[src/gts_pkg.sv]
`timescale 1ns / 1ps
package gts_pkg;

	localparam int CORDIC_STEPS = 24;

	localparam logic signed [33:0] CORDIC_GAIN = 34'sd652032874;
	localparam logic signed [33:0] ONE_Q30_S = 34'sd1073741824;
	localparam logic signed [33:0] QUARTER_TURN = 34'sd1800000000;
	localparam logic signed [33:0] HALF_TURN = 34'sd3600000000;
	localparam logic [30:0] ONE_Q30 = 31'd1073741824;
	localparam logic [30:0] DIST_MULT = 31'd2984866;
	localparam logic signed [31:0] LAT_LIMIT = 32'sd900000000;
	localparam logic signed [31:0] LON_LIMIT = 32'sd1800000000;
	localparam logic [23:0] PAIRS_MAX = 24'hFFFFFF;

	typedef struct packed {
		logic start;
		logic vect;
	} cordic_req_t;

	typedef struct packed {
		logic busy;
		logic done;
	} cordic_rsp_t;

	// atan(2^-i) in units of 5e-8 degree
	function automatic logic [30:0] atan_of(input logic [4:0] i);
		logic [30:0] r;
		unique case (i)
			5'd0: r = 31'd900000000;
			5'd1: r = 31'd531301024;
			5'd2: r = 31'd280724869;
			5'd3: r = 31'd142500327;
			5'd4: r = 31'd71526687;
			5'd5: r = 31'd35798212;
			5'd6: r = 31'd17903474;
			5'd7: r = 31'd8952283;
			5'd8: r = 31'd4476210;
			5'd9: r = 31'd2238114;
			5'd10: r = 31'd1119058;
			5'd11: r = 31'd559529;
			5'd12: r = 31'd279765;
			5'd13: r = 31'd139882;
			5'd14: r = 31'd69941;
			5'd15: r = 31'd34971;
			5'd16: r = 31'd17485;
			5'd17: r = 31'd8743;
			5'd18: r = 31'd4371;
			5'd19: r = 31'd2186;
			5'd20: r = 31'd1093;
			5'd21: r = 31'd546;
			5'd22: r = 31'd273;
			5'd23: r = 31'd137;
			5'd24: r = 31'd68;
			5'd25: r = 31'd34;
			5'd26: r = 31'd17;
			5'd27: r = 31'd9;
			5'd28: r = 31'd4;
			5'd29: r = 31'd2;
			default: r = 31'd1;
		endcase
		return r;
	endfunction

	// half-angle difference folded into the first quadrant
	function automatic logic signed [33:0] fold_sine(input logic signed [32:0] d);
		logic signed [33:0] t;
		t = d[32] ? -{d[32], d} : {d[32], d};
		if (t > HALF_TURN)
			t = HALF_TURN;
		if (t > QUARTER_TURN)
			t = HALF_TURN - t;
		return t;
	endfunction

	function automatic logic signed [33:0] fold_cos(input logic signed [31:0] lat);
		logic signed [32:0] d;
		logic signed [33:0] t;
		d = {lat, 1'b0};
		t = d[32] ? -{d[32], d} : {d[32], d};
		if (t > QUARTER_TURN)
			t = QUARTER_TURN;
		return t;
	endfunction

	function automatic logic [30:0] clamp_q30(input logic signed [33:0] v);
		logic [30:0] r;
		if (v < 0)
			r = '0;
		else if (v > ONE_Q30_S)
			r = ONE_Q30;
		else
			r = v[30:0];
		return r;
	endfunction

	function automatic logic [30:0] clamp_ang(input logic signed [33:0] v);
		logic [30:0] r;
		if (v < 0)
			r = '0;
		else if (v > QUARTER_TURN)
			r = QUARTER_TURN[30:0];
		else
			r = v[30:0];
		return r;
	endfunction

endpackage

[src/gts_cordic.sv]
`timescale 1ns / 1ps
module gts_cordic import gts_pkg::*; #(
	parameter int STEPS = CORDIC_STEPS
) (
	input logic clk,
	input logic arst_n,
	input cordic_req_t req,
	input logic signed [33:0] x0,
	input logic signed [33:0] y0,
	input logic signed [33:0] z0,
	output cordic_rsp_t rsp,
	output logic signed [33:0] x,
	output logic signed [33:0] y,
	output logic signed [33:0] z
);
	localparam int NW = $clog2(STEPS + 1);
	localparam logic [NW-1:0] LAST = NW'(STEPS - 1);

	logic [NW-1:0] i_q;
	logic run_q, done_q, vect_q;
	logic signed [33:0] x_q, y_q, z_q;
	logic [4:0] idx;
	logic pos;
	logic signed [33:0] dx, dy, da;

	assign idx = 5'(i_q);
	assign pos = vect_q ? y_q[33] : !z_q[33];
	assign dx = y_q >>> idx;
	assign dy = x_q >>> idx;
	assign da = $signed({3'b000, atan_of(idx)});

	always_ff @(posedge clk or negedge arst_n) begin
		if (!arst_n) begin
			run_q <= 1'b0;
			done_q <= 1'b0;
			i_q <= '0;
		end else begin
			done_q <= 1'b0;
			if (req.start) begin
				run_q <= 1'b1;
				i_q <= '0;
			end else if (run_q) begin
				i_q <= i_q + 1'b1;
				if (i_q == LAST) begin
					run_q <= 1'b0;
					done_q <= 1'b1;
				end
			end
		end
	end

	always_ff @(posedge clk) begin
		if (req.start) begin
			x_q <= x0;
			y_q <= y0;
			z_q <= z0;
			vect_q <= req.vect;
		end else if (run_q) begin
			if (pos) begin
				x_q <= x_q - dx;
				y_q <= y_q + dy;
				z_q <= z_q - da;
			end else begin
				x_q <= x_q + dx;
				y_q <= y_q - dy;
				z_q <= z_q + da;
			end
		end
	end

	assign rsp.busy = run_q;
	assign rsp.done = done_q;
	assign x = x_q;
	assign y = y_q;
	assign z = z_q;

endmodule

[config.mk]
export PLATFORM = sky130hd
export DESIGN_NAME = gts_cordic
export DESIGN_NICKNAME = d
export VERILOG_FILES = /design/src/gts_pkg.sv /design/src/gts_cordic.sv
export SDC_FILE = /design/constraint.sdc
export NUM_CORES = 1
export LEC_CHECK = 0
export BUFFER_PORTS_ARGS = -buffer_cell sky130_fd_sc_hd__buf_4
export CELL_PAD_IN_SITES_DETAIL_PLACEMENT = 0
export CELL_PAD_IN_SITES_GLOBAL_PLACEMENT = 1
export CORE_MARGIN = 1.5
export CORE_UTILIZATION = 30
export CTS_CLUSTER_SIZE = 14
export DETAILED_ROUTE_END_ITERATION = 12
export GPL_TIMING_DRIVEN = 0
export PLACE_DENSITY_LB_ADDON = 0.1
export REMOVE_ABC_BUFFERS = 1
export SYNTH_ARGS = -nofsm -noshare
export SYNTH_HDL_FRONTEND = slang
export SYNTH_SLANG_ARGS = --single-unit
[constraint.sdc]
create_clock -name clk -period 14.5 [get_ports clk]
set_input_delay 4.35 -clock clk [delete_from_list [all_inputs] [get_ports clk]]
set_output_delay 4.35 -clock clk [all_outputs]
set_load 0.05 [all_outputs]
Word-level counts from Yosys, hierarchy flattened
Memory sizes are Yosys's and may differ from the RTL's.
Cells that the tools add are included.
{"block": "totals", "out_inout_bits": 104, "memories": 1, "input_bits": 106, "register_bits": 110, "rom_bits": 960}
{"block": "op_classes", "mux": 18, "reduce_logical": 2, "shifts": 2, "eq_ne": 1, "addsub": 7}
{"name": "(name not given)", "depth": 32, "width": 30, "read_ports": 1, "rd_ports_with_merged_regs": 0, "wr": 0, "line_no": "gts_pkg.sv:29", "source": "unique case (i)"}
{"cell": "2-to-1 mux 34 bit", "count": 9}
{"cell": "adder 34 bit", "count": 2}
{"cell": ">>> shifter 34 x 5 -> 34 bit", "count": 2}
{"cell": "subtractor 34 bit", "count": 2}
{"cell": "adder 34 x 32 -> 34 bit", "count": 1}
{"cell": "subtractor 34 x 32 -> 34 bit", "count": 1}
{"cell": "2-to-1 mux 5 bit", "count": 2}
{"cell": "2-to-1 mux 1 bit", "count": 7}
{"cell": "adder 5 x 1 -> 5 bit, second input constant", "count": 1}
{"cell": "equality test 5 bit, second input constant", "count": 1}
{"cell": "nonzero test 2 bit", "count": 1}
{"cell": "logical NOT 1 bit", "count": 1}

Depth between registers and ports, before layout
Gate-level depths: netlist of the first run.
{"block": "depth", "ltp_word": 5, "mapped_depth": 28, "depth_no_buf": 22}

Worst setup path after synthesis of the first run
OpenSTA, ideal clock, no wires.
{"block": "synth_path", "path_type": "in2reg", "from": "in req[1] (netlist name)", "to": "reg x_q[0] (netlist: x[0]), enable pin", "path_slack_ns": 7.581, "t_arrival_ns": 6.502, "stages": 4, "setup_ns": 0.417, "n_path_buf": 3, "t_required_ns": 14.083, "path_cell_list": "clkbuf_1 -> clkbuf_1 -> clkbuf_1 -> or2_2"}
{"block": "synth_between", "elab_chain_len": 1}
{"element": "start: declaration", "line_no": "gts_cordic.sv:7", "source": "input cordic_req_t req,"}
{"element": "nonzero test 2 bit (no line)"}
{"element": "end signal: assignment", "line_no": "gts_cordic.sv:60", "source": "x_q <= x_q - dx;"}
{"element": "end signal: assignment", "line_no": "gts_cordic.sv:64", "source": "x_q <= x_q + dx;"}
{"element": "end: declaration", "line_no": "gts_cordic.sv:21", "source": "logic signed [33:0] x_q, y_q, z_q;"}
Every way passes these cells.
A chain may end at the register's enable or synchronous reset.

Worst setup path in the final report of the first run
{"block": "layout_path", "from": "reg i_q[3]", "to": "reg y_q[33] (netlist: y[33]), data pin"}
{"block": "layout_between", "elab_chain_len": 5}
{"element": "start: declaration", "line_no": "gts_cordic.sv:19", "source": "logic [NW-1:0] i_q;"}
{"element": "start signal: assignment", "line_no": "gts_cordic.sv:43", "source": "i_q <= i_q + 1'b1;"}
{"element": ">>> shifter 34 x 5 -> 34 bit (*)", "line_no": "gts_cordic.sv:29", "source": "assign dy = x_q >>> idx;"}
{"element": "subtractor 34 bit / adder 34 bit (equally long branches)", "line_no": "gts_cordic.sv:65, gts_cordic.sv:61"}
{"element": "2-to-1 mux 34 bit (*)", "line_no": "gts_cordic.sv:59", "source": "if (pos) begin"}
{"element": "2-to-1 mux 34 bit (*)", "line_no": "gts_cordic.sv:58", "source": "end else if (run_q) begin"}
{"element": "2-to-1 mux 34 bit (*)", "line_no": "gts_cordic.sv:53", "source": "if (req.start) begin"}
{"element": "end signal: assignment", "line_no": "gts_cordic.sv:55", "source": "y_q <= y0;"}
{"element": "end signal: assignment", "line_no": "gts_cordic.sv:61", "source": "y_q <= y_q + dy;"}
{"element": "end signal: assignment", "line_no": "gts_cordic.sv:65", "source": "y_q <= y_q - dy;"}
{"element": "end: declaration", "line_no": "gts_cordic.sv:21"}
Every way passes the cells marked *; elsewhere a longest branch is shown, timed or not. The select of a mux whose other input is x is not followed.

==> run_results.csv, run 1 <==
group,metric,value,unit
sta,slew_headroom,11.5,%
detailed_routing,vias,16435,
cells_and_area,regArea,3290,um2
critical_path,criticalPathCategory,"flip-flop to flip-flop",
sta,max_freq,0.126,GHz
die,start_util,30.2,%
logic_synthesis,ys_seq_area_share,19.2,%
die,dieArea,58100,um2
die,dieHeight,241,um
critical_path,end_kind,"flip-flop",
grt,grtUsageTotal,23.3,%
sta,hold_violations,0,
die,die_w,241,um
sta,period_needed,7.92,ns
cells_and_area,syn_to_final_growth,15.1,%
grt,grt_overflow,0,
die,rows,87,
critical_path,critPathCapture,"y[33]$_DFFE_PP_",
logic_synthesis,synth-edff-count,103,
logic_synthesis,syn_area,17000,um2
cts,clock_sinks,110,
critical_path,r2r-end,"y[33]$_DFFE_PP_",
critical_path,worst-r2r-setup-slack,6.58,ns
sta,finalSetupViolCount,0,
critical_path,critPathArrivalTime,8.08,ns
min_path,hold_class,"flip-flop to flip-flop",
logic_synthesis,syn_inst,2004,
sta,grt_setup_unrepaired,"no",
logic_synthesis,ys_types,95,
sta,slew_violations,0,
cts,cts_root_buffer,"clkbuf_16",
detailed_routing,via_per_inst,5.71,
sta,worst_pin_slew,1.32,ns
cells_and_area,drive_gt1_share,19.3,%
logic_synthesis,yosysTopAreaCell,"edfxtp_1",
logic_synthesis,synth_seq_cells,110,
cts,h-tree-depth,3,
critical_path,r2r-start,"i_q[3]$_DFFE_PN0P_",
grt,grt_max_degree,129,
sta,min_period_over_period,54.6,%
detailed_routing,final_antenna_net_count,0,
cells_and_area,diodes,0,
run,cap_violations,0,
logic_synthesis,yosys_warnings,0,
cells_and_area,mostFrequentLayoutCells,"nand2_1, buf_4, o21ai_0",
detailed_routing,initialDrtViolationCount,1113,
detailed_routing,drc,0,
outcome,status,"finished, final reports clean",
placed_design,post-dp-hpwl,52600,um
cts,cts.clk_slew.worst_paths,0.09,ns
logic_synthesis,ys.flop_type,"edfxtp_1",
grt,grt_pass1_wl,101000,um
die,ios,210,
sta,fin_worst_skew,0.0133,ns
logic_synthesis,async_flop_share,6.36,%
critical_path,startpoint,"i_q[3]$_DFFE_PN0P_",
cts,numCtsBuffers,9,
logic_synthesis,post-synth-top-area-fraction,18.2,%
critical_path,start_kind,"flip-flop",
placed_design,place.gp.congestion,0.894,
die,coreArea,56200,um2
cells_and_area,nets,2340,
cts,worstSkewPairLatency,0.42,ns
cells_and_area,multi_input_area,13000,um2
logic_synthesis,synth_area_leaders,"edfxtp_1, mux4_2, ha_1, nand2_1, o21ai_0",
critical_path,reg2reg_depth,21,
critical_path,worst-path-max-fanout,61,
grt,grt_pass1_vias,15827,
critical_path,required,14.66,ns
cts,cts_resized,0,
sta,setup_tns,0,ns
cells_and_area,final_common_cell,"nand2_1",
cts,cts_hold_buf,0,
cells_and_area,n_fill_cell,5977,
cts,cts_tree,"yes",
detailed_routing,drt_first_pass_iters,5,
grt,antenna_found_initial,0,
cts,clk_path_buf_depth,2,
placed_design,io_buffers,209,
detailed_routing,routed_wl,68400,um
detailed_routing,post_drt_wl_per_cell,23.8,um
logic_synthesis,syn_area_per_cell,8.48,um2
cts,post_cts_buffers,0,
-- routing by layer --
metal	wire length, um	GRT usage, %	vias up
met4	2030	8.05	0
met1	30500	30.3	8091
met2	33000	39.5	452
met5	0	0	-
li1	-	-	7822
met3	2890	2.94	70
-- how the worst min path moves through the flow --
stage	cells past startpoint	to	from
3_5_place_dp	1	i_q[2]$_DFFE_PN0P_	run_q$_DFF_PN0_
5_1_grt	1	i_q[2]$_DFFE_PN0P_	run_q$_DFF_PN0_
4_1_cts	1	i_q[2]$_DFFE_PN0P_	run_q$_DFF_PN0_
2_1_floorplan	2	i_q[2]$_DFFE_PN0P_	run_q$_DFF_PN0_
6_report	1	i_q[2]$_DFFE_PN0P_	run_q$_DFF_PN0_
3_3_place_gp	1	i_q[2]$_DFFE_PN0P_	run_q$_DFF_PN0_
-- worst max-delay path: stages (launching register included) --
cell	delay, ns
dfrtp_4	0.74
buf_16	0.32
clkinv_2	0.66
nor2_1	1.26
a22oi_1	0.23
o2bb2a_1	0.47
nand4b_1	0.24
nor4_1	0.81
and3_1	0.34
a31oi_1	0.12
xor2_1	0.19
ha_1	0.36
inv_1	0.08
o21bai_1	0.07
a2111oi_0	0.42
nor3_1	0.14
a31oi_1	0.20
o31ai_1	0.16
a41o_1	0.31
a211oi_1	0.26
xnor2_1	0.17
o21ai_1	0.07
-- final cells by class --
type | instances | share of cell area [%]
multi-input cells | 1720 | 66.3
flip-flops and latches | 110 | 16.8
repair buffers | 222 | 9.45
well taps | 756 | 4.84
clock buffers | 10 | 1.22
inverters | 52 | 1.01
clock inverters | 6 | 0.314
-- Yosys cell counts, types with 7 or more instances --
cell and instances:
mux2i_1 67, buf_1 14, o21a_1 25, a211oi_1 23, xnor2_1 76, o21bai_1 11, nor2b_1 23, inv_1 47
nand3_1 38, or3_1 7, nor3_1 27, nand4_1 8, buf_2 29, nand2b_1 31, a31oi_1 26, nor2_1 128
o211ai_1 17, and2_1 13, mux2_2 35, buf_4 10, or2_2 14, a21boi_0 12, o21ai_0 178, clkbuf_1 61
a21o_1 44, o21ai_1 7, a41oi_1 9, edfxtp_1 103, xor2_1 84, o22ai_1 11, o31ai_1 35, and3_1 18
mux4_2 83, nor3b_1 10, nand2_1 256, a21oi_1 150, dfrtp_1 7, ha_1 116
-- sequential cells by signal, summed over array words and instances, names as in the netlist --
name and count:
x 34, y 34, z 34, i_q 5
done_q 1, run_q 1, vect_q 1
-- stage by stage --
stage               hold WS [ns]  setup WS, ns  std cells  area (um2)  util [%]
floorplan                  0.888          4.65       1882       16400         -
global placement           0.694         0.615       2847       18900      33.7
detailed placement         0.735          6.75       2860       19200      34.3
CTS                        0.747          6.66       2876       19500      34.8
global route               0.796          6.15       2876       19500      34.8
finish                     0.751          6.58       2876       19500      34.8
-- cells by family after synthesis --
group | count (synthesis) | synth area share, %
AO/OA/AOI/OAI | 649 | 24.7
AND/OR/NAND/NOR | 602 | 16.6
multiplexers | 188 | 17.5
buffers and inverters | 174 | 4.65
XOR/XNOR | 161 | 8.38
adder cells (fa/ha/maj) | 120 | 8.96
flip-flops | 110 | 19.2
Power of run 1 is left out: the tool's default activity adds up to more than one toggle a clock period on the data nets, which glitch-free logic cannot reach.
==> run 2: changes to the inputs <==
- clock period: 14.5 -> 7.6 ns (I/O delays scaled with it)
==> run 2 against run 1 <==
Net effect: sequential share of layout area down 0.11 points; worst setup slack worse by 6.2 ns; count of clock-buffer cells in the layout unchanged; fmax up 10%; non-clock buffer count up 4; final cell count up 0.14%; final area up 0.67%; worst hold slack worse by 0.0086 ns; critical endpoint is now z[33]$_DFFE_PP_; largest cell class unchanged; wire length up 1.8%; global-route usage about the same; clock skew about the same.
==> run_results.csv, run 2 (same netlist as run 1, synthesis figures left out) <==
group,metric,value,unit
outcome,status,"finished, final reports clean",
min_path,whs_path_depth,1,
critical_path,criticalPathCategory,"flip-flop to flip-flop",
sta,slew_headroom,16.2,%
critical_path,required,7.76,ns
die,dieHeight,241,um
sta,fin_worst_skew,0.0132,ns
critical_path,end_kind,"flip-flop",
detailed_routing,vias,16519,
critical_path,critPathArrivalTime,7.33,ns
cells_and_area,syn_to_final_growth,15.8,%
cells_and_area,nets,2344,
sta,min_period_over_period,94.3,%
sta,slew_violations,0,
cts,h-tree-depth,3,
cells_and_area,multi_input_area,13000,um2
die,rows,87,
cts,worstSkewPairLatency,0.42,ns
cts,cts_hold_buf,0,
detailed_routing,initialDrtViolationCount,1095,
cells_and_area,final_area,19700,um2
sta,hold_violations,0,
min_path,min_to,"i_q[2]$_DFFE_PN0P_",
cts,cts_tree,"yes",
cells_and_area,mostFrequentLayoutCells,"nand2_1, buf_4, o21ai_0",
detailed_routing,routed_wl,69700,um
detailed_routing,drc,0,
sta,worst_pin_slew,1.25,ns
grt,grt_max_degree,129,
cts,numCtsBuffers,9,
cts,cts.clk_slew.worst_paths,0.09,ns
die,start_util,30.2,%
run,cap_violations,0,
detailed_routing,final_antenna_net_count,0,
sta,period_needed,7.17,ns
die,coreArea,56200,um2
detailed_routing,drt_first_pass_iters,5,
placed_design,io_buffers,209,
min_path,min_from,"run_q$_DFF_PN0_",
critical_path,r2r-start,"i_q[0]$_DFFE_PN0P_",
grt,grtUsageTotal,23.3,%
cells_and_area,n_fill_cell,5969,
placed_design,post-dp-hpwl,52600,um
placed_design,dp_slack,-0.152,ns
grt,antenna_found_initial,0,
cts,clock_sinks,110,
placed_design,dpl_cell_area,19200,um2
sta,setup_slack,0.432,ns
critical_path,worst-r2r-setup-slack,0.43,ns
die,die_w,241,um
critical_path,r2r-end,"z[33]$_DFFE_PP_",
sta,finalSetupViolCount,0,
sta,max_freq,0.140,GHz
detailed_routing,post_drt_wl_per_cell,24.2,um
die,dieArea,58100,um2
grt,grt_pass1_wl,101000,um
cts,clk_path_buf_depth,2,
critical_path,reg2reg_depth,21,
min_path,hold_class,"flip-flop to flip-flop",
cells_and_area,regArea,3290,um2
critical_path,worst-path-max-fanout,20,
detailed_routing,via_per_inst,5.74,
critical_path,start_kind,"flip-flop",
cts,cts_root_buffer,"clkbuf_16",
grt,grt_pass1_vias,15855,
grt,grt_overflow,0,
cells_and_area,drive_gt1_share,19.7,%
cells_and_area,diodes,0,
die,ios,210,
placed_design,place.gp.congestion,0.894,
cells_and_area,final_common_cell,"nand2_1",
-- run 2: worst max-delay path, cell delays in order, from the launching register on --
cell and delay [ns]:
dfrtp_4 0.71, inv_2 0.34, buf_16 0.27, ha_1 0.27
a21oi_1 0.39, a21oi_1 0.17, o21ai_1 0.44, and2_1 0.22
or4b_1 0.57, o41ai_4 0.48, buf_6 0.24, xor2_1 0.18
ha_1 0.30, a21o_1 0.19, a21o_1 0.17, a21o_1 0.24
nor3_1 0.31, a21oi_1 0.15, or4b_2 0.67, a41oi_1 0.32
xnor2_1 0.17, o21ai_1 0.07
-- run 2: how the worst max path moves through the flow --
stage | from | end | slack (ns) | cells past startpoint
2_1_floorplan | i_q[0]$_DFFE_PN0P_ | z[33]$_DFFE_PP_ | -2.25 | 19
3_3_place_gp | i_q[0]$_DFFE_PN0P_ | z[33]$_DFFE_PP_ | -6.29 | 19
3_5_place_dp | i_q[3]$_DFFE_PN0P_ | y[33]$_DFFE_PP_ | -0.15 | 19
4_1_cts | i_q[3]$_DFFE_PN0P_ | y[31]$_DFFE_PP_ | 0.03 | 20
5_1_grt | i_q[1]$_DFFE_PN0P_ | x[32]$_DFFE_PP_ | -0.004 | 20
6_report | i_q[0]$_DFFE_PN0P_ | z[33]$_DFFE_PP_ | 0.43 | 21
-- run 2: layer usage --
layer,part of all wire [%],GRT usage (%)
met5,0,0
met3,4.5,3.01
met4,3.1,8.13
met1,44,30.3
met2,48,39.5
-- run 2: area by class of cell --
| class | count | area share [%] |
|---|---|---|
| Inverter | 52 | 1.03 |
| Multi-Input combinational cell | 1720 | 66.1 |
| Tap cell | 756 | 4.81 |
| Clock inverter | 6 | 0.312 |
| Timing Repair Buffer | 226 | 9.87 |
| Sequential cell | 110 | 16.7 |
| Clock buffer | 10 | 1.21 |
-- run 2: timing repair --
action                                 in CTS  in global routing
endpoints found under the hold margin       0                  0
setup endpoints to repair                   8                 14
setup buffers                               0                  4
resized for setup                           5                  7
-- run 2: per-stage QoR --
stage	instances	setup TNS (ns)	hold WS (ns)	util, %
after floorplan	1882	-53.29	0.888	-
after global placement	2847	-414.93	0.694	33.7
after detailed placement	2860	-0.564	0.735	34.3
after CTS	2876	0	0.747	34.8
after global routing	2880	-0.00490	0.796	35.0
final	2880	0	0.742	35.0
Power of run 2 is left out for the same reason.
